--- src/rtl/core/sliding_window_first_negative_unit_assert.svh ---
// Assertion macros used by swfn_ctl. Clock clk, reset rst_n (active low).
`ifndef SLIDING_WINDOW_FIRST_NEGATIVE_UNIT_ASSERT_SVH
`define SLIDING_WINDOW_FIRST_NEGATIVE_UNIT_ASSERT_SVH

`define SWFN_ASSERT_ALWAYS(lbl, cond, msg) \
  lbl: assert property (@(posedge clk) disable iff (!rst_n) (cond)) else $error(msg);

`define SWFN_ASSERT_IMPL(lbl, ante, cons, msg) \
  lbl: assert property (@(posedge clk) disable iff (!rst_n) (ante) |-> (cons)) \
    else $error(msg);

`define SWFN_ASSERT_NEXT(lbl, ante, cons, msg) \
  lbl: assert property (@(posedge clk) disable iff (!rst_n) (ante) |=> (cons)) \
    else $error(msg);

`endif

--- src/rtl/core/swfn_pkg.sv ---
package swfn_pkg;

  localparam int WindowMax = 64;
  localparam int SampleW   = 32;
  localparam int PosW      = 8;
  localparam int WsW       = 7;
  localparam int PtrW      = $clog2(WindowMax);
  localparam int CntW      = $clog2(WindowMax + 1);

  typedef struct packed {
    logic [SampleW-1:0] value;
    logic [PosW-1:0]    stamp;
  } entry_t;

  localparam int EntryW = $bits(entry_t);

  typedef struct packed {
    logic               step;
    logic [SampleW-1:0] sample;
    logic               last;
  } step_t;

  typedef struct packed {
    logic               produce;
    logic [SampleW-1:0] value;
    logic               found;
    logic               eos;
  } result_t;

  // Window size with zero taken as one and large values saturated.
  function automatic logic [WsW-1:0] clamp_window(input logic [WsW-1:0] ws);
    logic [WsW-1:0] k;
    k = ws;
    if (ws == '0) begin
      k = WsW'(1);
    end else if ({1'b0, ws} > (WsW + 1)'(WindowMax)) begin
      k = WsW'(WindowMax);
    end
    return k;
  endfunction

endpackage

--- src/rtl/core/swfn_ram.sv ---
module swfn_ram #(
  parameter int Width = 8,
  parameter int Depth = 64
) (
  input  logic                     clk,
  input  logic                     we,
  input  logic [$clog2(Depth)-1:0] waddr,
  input  logic [Width-1:0]         wdata,
  input  logic [$clog2(Depth)-1:0] raddr,
  output logic [Width-1:0]         rdata
);

  logic [Width-1:0] mem [Depth];
  logic [Width-1:0] rdata_r;

  always_ff @(posedge clk) begin
    if (we) begin
      mem[waddr] <= wdata;
    end
    rdata_r <= mem[raddr];
  end

  assign rdata = rdata_r;

endmodule

--- src/rtl/core/swfn_ctl.sv ---
module swfn_ctl (
  input  logic                                  clk,
  input  logic                                  rst_n,
  input  logic                                  cfg_we,
  input  logic [swfn_pkg::WsW-1:0]              cfg_data,
  input  swfn_pkg::step_t                       step_in,
  output swfn_pkg::result_t                     res,
  output logic                                  ram_we,
  output logic [swfn_pkg::PtrW-1:0]             ram_waddr,
  output logic [swfn_pkg::EntryW-1:0]           ram_wdata,
  output logic [swfn_pkg::PtrW-1:0]             ram_raddr,
  input  logic [swfn_pkg::EntryW-1:0]           ram_rdata
);
  import swfn_pkg::*;
  `include "sliding_window_first_negative_unit_assert.svh"

  logic [WsW-1:0]  ws_r;
  logic [PtrW-1:0] head_r, head_nxt, tail_r, tail_nxt;
  logic [CntW-1:0] cnt_r, cnt_nxt;
  logic [PosW-1:0] pos_r, pos_nxt;
  logic [CntW-1:0] fill_r, fill_nxt;
  entry_t          head_ent_r, head_ent_nxt;
  logic            byp_vld_r, byp_vld_nxt;
  entry_t          byp_ent_r;

  logic [WsW-1:0]  k;
  entry_t          next_ent;
  entry_t          new_ent;
  logic [PosW-1:0] age;
  logic            neg, pop, push;
  logic [PtrW-1:0] head1;
  logic [CntW-1:0] cnt1, cnt2;

  always_comb begin
    k        = clamp_window(ws_r);
    next_ent = byp_vld_r ? byp_ent_r : entry_t'(ram_rdata);
    new_ent  = '{value: step_in.sample, stamp: pos_r};
    neg      = step_in.sample[SampleW-1];
    age      = pos_r - head_ent_r.stamp;
    pop      = (cnt_r != '0) && ({1'b0, age} >= (PosW + 1)'(k));
    head1    = pop ? head_r + PtrW'(1) : head_r;
    cnt1     = cnt_r - {{(CntW-1){1'b0}}, pop};
    push     = neg && (cnt1 != CntW'(WindowMax));
    cnt2     = cnt1 + {{(CntW-1){1'b0}}, push};

    if (cnt1 == '0) begin
      head_ent_nxt = new_ent;
    end else if (pop) begin
      head_ent_nxt = next_ent;
    end else begin
      head_ent_nxt = head_ent_r;
    end

    res.produce = step_in.step && (({1'b0, fill_r} + (CntW + 1)'(1)) >= (CntW + 1)'(k));
    res.found   = (cnt2 != '0);
    res.value   = res.found ? head_ent_nxt.value : '0;
    res.eos     = step_in.last;

    head_nxt = head_r;
    tail_nxt = tail_r;
    cnt_nxt  = cnt_r;
    pos_nxt  = pos_r;
    fill_nxt = fill_r;
    if (step_in.step) begin
      if (step_in.last) begin
        head_nxt = '0;
        tail_nxt = '0;
        cnt_nxt  = '0;
        pos_nxt  = '0;
        fill_nxt = '0;
      end else begin
        head_nxt = head1;
        tail_nxt = push ? tail_r + PtrW'(1) : tail_r;
        cnt_nxt  = cnt2;
        pos_nxt  = pos_r + PosW'(1);
        fill_nxt = (fill_r != CntW'(WindowMax)) ? fill_r + CntW'(1) : fill_r;
      end
    end

    ram_we      = step_in.step && push;
    ram_waddr   = tail_r;
    ram_wdata   = EntryW'(new_ent);
    // Prefetch the entry behind the head; same-edge write is forwarded.
    ram_raddr   = head_nxt + PtrW'(1);
    byp_vld_nxt = ram_we && (ram_waddr == ram_raddr);
  end

  always_ff @(posedge clk) begin
    if (!rst_n) begin
      ws_r      <= WsW'(1);
      head_r    <= '0;
      tail_r    <= '0;
      cnt_r     <= '0;
      pos_r     <= '0;
      fill_r    <= '0;
      byp_vld_r <= 1'b0;
    end else begin
      if (cfg_we) begin
        ws_r <= cfg_data;
      end
      head_r    <= head_nxt;
      tail_r    <= tail_nxt;
      cnt_r     <= cnt_nxt;
      pos_r     <= pos_nxt;
      fill_r    <= fill_nxt;
      byp_vld_r <= byp_vld_nxt;
    end
  end

  always_ff @(posedge clk) begin
    byp_ent_r <= new_ent;
    if (step_in.step) begin
      head_ent_r <= head_ent_nxt;
    end
  end

  `SWFN_ASSERT_ALWAYS(a_cnt_bound, cnt_r <= CntW'(WindowMax), "entry count above capacity")
  `SWFN_ASSERT_ALWAYS(a_ptr_cnt, PtrW'(tail_r - head_r) == cnt_r[PtrW-1:0], "pointers and count disagree")
  `SWFN_ASSERT_NEXT(a_last_clear, step_in.step && step_in.last, cnt_r == '0 && fill_r == '0 && pos_r == '0, "state not cleared after last")
  `SWFN_ASSERT_IMPL(a_found_neg, res.produce && res.found, res.value[SampleW-1], "found value not negative")

endmodule

--- src/rtl/core/sliding_window_first_negative_unit.sv ---
// Channel  Direction  Transfer when             Payload
// in_      slave      in_tvalid & in_tready     tdata: sample; tlast: last_item
// out_     master     out_tvalid & out_tready   tdata: first_negative; tuser: found;
//                                               tlast: end_of_sequence
// cfg_     write      cfg_wr_en                 cfg_wr_data: window_size
//
// One sample per cycle unless stalled; a result shows the cycle after its input.
// Queue entries live in a 64x40 RAM; the head entry is cached in flops and the
// entry behind it is prefetched every cycle, with same-edge writes forwarded.
// Output register stalls input only while a result is held and out_tready is low.
// rst_n is synchronous; no clearing pass, the queue is usable right after reset.
module sliding_window_first_negative_unit (
  input  logic                        clk,
  input  logic                        rst_n,
  input  logic                        cfg_wr_en,
  input  logic [swfn_pkg::WsW-1:0]    cfg_wr_data,
  input  logic                        in_tvalid,
  output logic                        in_tready,
  input  logic [swfn_pkg::SampleW-1:0] in_tdata,   // [31:0] sample
  input  logic                        in_tlast,   // last_item
  output logic                        out_tvalid,
  input  logic                        out_tready,
  output logic [swfn_pkg::SampleW-1:0] out_tdata,  // [31:0] first_negative
  output logic                        out_tuser,  // [0] found
  output logic                        out_tlast   // end_of_sequence
);
  import swfn_pkg::*;

  step_t              step;
  result_t            res;
  logic               ram_we;
  logic [PtrW-1:0]    ram_waddr, ram_raddr;
  logic [EntryW-1:0]  ram_wdata, ram_rdata;

  logic               out_vld_r, out_vld_nxt;
  logic [SampleW-1:0] out_data_r;
  logic               out_found_r, out_last_r;

  assign in_tready   = !out_vld_r || out_tready;
  assign step.step   = in_tvalid && in_tready;
  assign step.sample = in_tdata;
  assign step.last   = in_tlast;

  swfn_ctl u_ctl (
    .clk       (clk),
    .rst_n     (rst_n),
    .cfg_we    (cfg_wr_en),
    .cfg_data  (cfg_wr_data),
    .step_in   (step),
    .res       (res),
    .ram_we    (ram_we),
    .ram_waddr (ram_waddr),
    .ram_wdata (ram_wdata),
    .ram_raddr (ram_raddr),
    .ram_rdata (ram_rdata)
  );

  swfn_ram #(
    .Width (EntryW),
    .Depth (WindowMax)
  ) u_ram (
    .clk   (clk),
    .we    (ram_we),
    .waddr (ram_waddr),
    .wdata (ram_wdata),
    .raddr (ram_raddr),
    .rdata (ram_rdata)
  );

  always_comb begin
    out_vld_nxt = out_vld_r && !out_tready;
    if (res.produce) begin
      out_vld_nxt = 1'b1;
    end
  end

  always_ff @(posedge clk) begin
    if (!rst_n) begin
      out_vld_r <= 1'b0;
    end else begin
      out_vld_r <= out_vld_nxt;
    end
  end

  always_ff @(posedge clk) begin
    if (res.produce) begin
      out_data_r  <= res.value;
      out_found_r <= res.found;
      out_last_r  <= res.eos;
    end
  end

  assign out_tvalid = out_vld_r;
  assign out_tdata  = out_data_r;
  assign out_tuser  = out_found_r;
  assign out_tlast  = out_last_r;

endmodule

--- config.mk ---
export PLATFORM = sky130hd
export DESIGN_NAME = sliding_window_first_negative_unit
export DESIGN_NICKNAME = d
export VERILOG_FILES = /design/src/rtl/core/swfn_pkg.sv /design/src/rtl/core/swfn_ram.sv /design/src/rtl/core/swfn_ctl.sv /design/src/rtl/core/sliding_window_first_negative_unit.sv
export VERILOG_INCLUDE_DIRS = /design/src /design/src/rtl/core
export SDC_FILE = /design/constraint.sdc
export NUM_CORES = 2
export LEC_CHECK = 0
export BUFFER_PORTS_ARGS = -buffer_cell sky130_fd_sc_hd__buf_2
export CAP_MARGIN = 20
export CORE_MARGIN = 2
export CORE_UTILIZATION = 55
export CTS_CLUSTER_DIAMETER = 100
export DETAILED_ROUTE_END_ITERATION = 10
export PLACE_DENSITY = 0.71
export RECOVER_POWER = 100
export SYNTH_ARGS = -nofsm -noshare
export SYNTH_HDL_FRONTEND = slang
export SYNTH_SLANG_ARGS = --single-unit
export TNS_END_PERCENT = 20
--- constraint.sdc ---
create_clock -name clk -period 12.15 [get_ports clk]
set_input_delay 1.8225 -clock clk [delete_from_list [all_inputs] [get_ports clk]]
set_output_delay 1.8225 -clock clk [all_outputs]
set_load 0.1 [all_outputs]
==> flow_summary.ini <==
[clock_tree]
htreeDepth = 5
cts_root_buf = clkbuf_16
postCtsSetupBuffers = 0
numCtsBuffers = 284
path_clk_slew_ns = 0.06
cts_tree = built
insertion_delay_ns = 0.94
clock-sinks = 2757
cts_max_path_buffers = 4
cts.repair.resized = 0
hold_buffers = 0

[timing]
worst_pin_slew_ns = 3.91
fin_ws_ns = 1.88
rsz0062_at_grt = false
setup_viol = 0
finClkSkew_ns = 0.0483
period_share_pct = 84.5
drv_slew = 4033
fmax_ghz = 0.0974
relSlewSlack_pct = -161
period_minus_slack_ns = 10.27
hold_viol = 0
fin_tns_setup_ns = 0

[drt]
drt-initial-drc-count = 8516
post_drt_wl_per_cell_um = 35.2
dr.pass1.iters = 6
ant_nets = 0
routed_wirelength_mm = 285
remaining_drc_errors = 0
num_vias = 54500
vias_per_cell = 6.74

[floorplanning]
die_h_um = 443
rows = 161
die_w_um = 443
dieArea_um2 = 196000
io_pins = 81
start_util_pct = 55.2
coreArea_um2 = 192000

[place]
place_ws_ns = 2.98
port_buffers = 80
gp_congestion = 0.871
place_hpwl_mm = 153

[finish]
syn_to_final_growth_pct = 11.7
nets = 5433
layout-drive-gt1-share_pct = 21.5
fillers = 12900
final_common_cell = edfxtp_1
final_cell_mix = 2634 x edfxtp_1, 640 x mux4_2, 386 x nand2_1

[global_routing]
first_global_vias = 53600
grt_util_met3_pct = 7.91
grt_pass1_wl_mm = 399
track_usage_pct = 29.0
grt_max_degree = 130
use_met1_pct = 41.5
busiest_layer = met2
met2_usage_pct = 43.7
antenna_found_initial = 15
grt_overflow = 0

[critical_path]
cp_max_fo = 71
required_ns = 12.62
crit_path_start_kind = flip-flop
worst-setup-path-type = reg2reg
crit_path_end_kind = flip-flop
arrival_ns = 10.73

[yosys]
synthDominantCellAreaShare_pct = 74.7
async_flop_share_pct = 0
syn_inst = 5086
syn_area_um2 = 106000
yosysTopAreaCell = edfxtp_1
yosysWarnings = 0
synth-edff-count = 2634
ys_ff_latch = 2757
synth-main-ff-cell = edfxtp_1
syn_nets = 5162
ys_seq_area_share_pct = 77.0
ys_top_cells_by_area = edfxtp_1 75%, mux4_2 14%, dfxtp_1 2.3%
syn_avg_cell_area_um2 = 20.8
yosysUniqueCellTypes = 70

[job]
drv_cap = 110

[status]
status = finished, violations left
violations = capacitance limit, slew limit

[pwr]
irDropWorstVdd_uv = 397
power.leakage_nw = 38.8
p_per_area_nw_per_um2 = 249

[hold_path]
hp-class = reg2reg
==> logic make-up after synthesis <==
logic type / synth area share, %
AO/OA/AOI/OAI: 2.46
XOR/XNOR: 0.314
adder cells (fa/ha/maj): 0.373
buffers and inverters: 1.20
flip-flops: 77.0
multiplexers: 15.4
AND/OR/NAND/NOR: 3.27
==> Yosys cell counts (7+ instances only) <==
library cell     n
nand2_1        387
nor2b_1         26
edfxtp_1      2634
dfxtp_1        123
inv_1           18
a31oi_1         10
and2_1          44
nand4_1          8
a22oi_1         39
mux4_2         640
o311ai_1        14
xnor2_1         18
nand3_1        100
a22o_1          15
nor3_1           7
xor2_1          20
a32oi_1         34
clkbuf_1       158
nor2_1         138
a32o_1          28
o211ai_1         7
nand2b_1         9
buf_2           99
o221ai_1         8
nand3b_1         7
mux2i_1        188
o32ai_1          8
a21oi_1         47
ha_1            30
a221oi_1        28
and3_1          35
o41ai_1         14
buf_1           19
o21ai_0         70
==> power by group <==
group          total (mW)  internal (mW)  switching [mW]
logic                9.92           3.99            5.94
clock network        8.37           4.85            3.51
registers            11.1           11.0           0.130
==> worst paths after layout <==
path | from | depth (start not counted) | slack [ns] | endpoint
max | u_ctl.pos_r[2] | 23 | 1.88 | u_ram.mem[30][28]
min | u_ctl.ws_r[0] | 2 | 0.50 | u_ctl.ws_r[0]
max reg2reg | u_ctl.pos_r[2] | 23 | 1.88 | u_ram.mem[30][28]
min reg2reg | u_ctl.ws_r[0] | 2 | 0.50 | u_ctl.ws_r[0]
==> metrics by stage <==
step / util [%] / area, um^2 / power [mW] / instances / hold WS, ns
2_1_floorplan: - / 106000 / 18.2 / 5086 / 0.442
3_3_place_gp: 57.4 / 110000 / 21.0 / 7574 / 0.461
3_5_place_dp: 57.5 / 110000 / 21.2 / 7582 / 0.494
4_1_cts: 62.1 / 119000 / 29.5 / 8060 / 0.510
5_1_grt: 61.6 / 118000 / 30.5 / 8076 / 0.536
6_report: 61.6 / 118000 / 29.4 / 8078 / 0.501
==> flip-flops by register name, summed over array words and instances, names as in the netlist, 6 cells and up <==
signal,cells
out_tdata,32
u_ram.rdata,40
u_ctl.ws_r,7
u_ctl.pos_r,8
u_ctl.fill_r,7
u_ctl.byp_ent_r,40
u_ctl.cnt_r,7
u_ram.mem,2560
u_ctl.head_r,6
u_ctl.head_ent_r,40
u_ctl.ram_waddr,6
==> cell type report <==
class	instances	area, um^2	share of cell area (%)
Sequential cell	2757	81600	68.9
Timing Repair Buffer	265	1510	1.27
Antenna cell	3	7.51	0.00634
Clock inverter	112	966	0.816
Multi-Input combinational cell	2030	23300	19.7
Clock buffer	366	7800	6.59
Tap cell	2526	3160	2.67
Inverter	19	71.3	0.0603
==> worst max-delay path, stage by stage (launching register included) <==
cell	delay, ns
dfxtp_1	0.31
buf_4	0.55
ha_1	0.40
a21o_1	0.20
a21oi_1	0.23
o21bai_1	0.10
a21oi_1	0.19
xnor2_1	0.14
ha_1	0.26
o2111a_1	0.14
a211oi_1	0.27
o21ai_0	0.46
nand2_4	0.90
inv_1	0.27
ha_1	0.27
nor2b_1	0.15
xor2_1	0.34
nor2_1	0.13
nand3_1	0.15
o21ai_0	0.18
nor2_1	0.61
nand3_1	0.51
nor2_1	0.88
clkbuf_1	2.03
==> layer usage <==
metal	vias up	share of wire, %
met4	8	3.4
met1	28700	38
li1	21500	-
met3	513	13
met2	3706	46
met5	-	0.074
No activity file was read; power rests on OpenSTA's default activity.
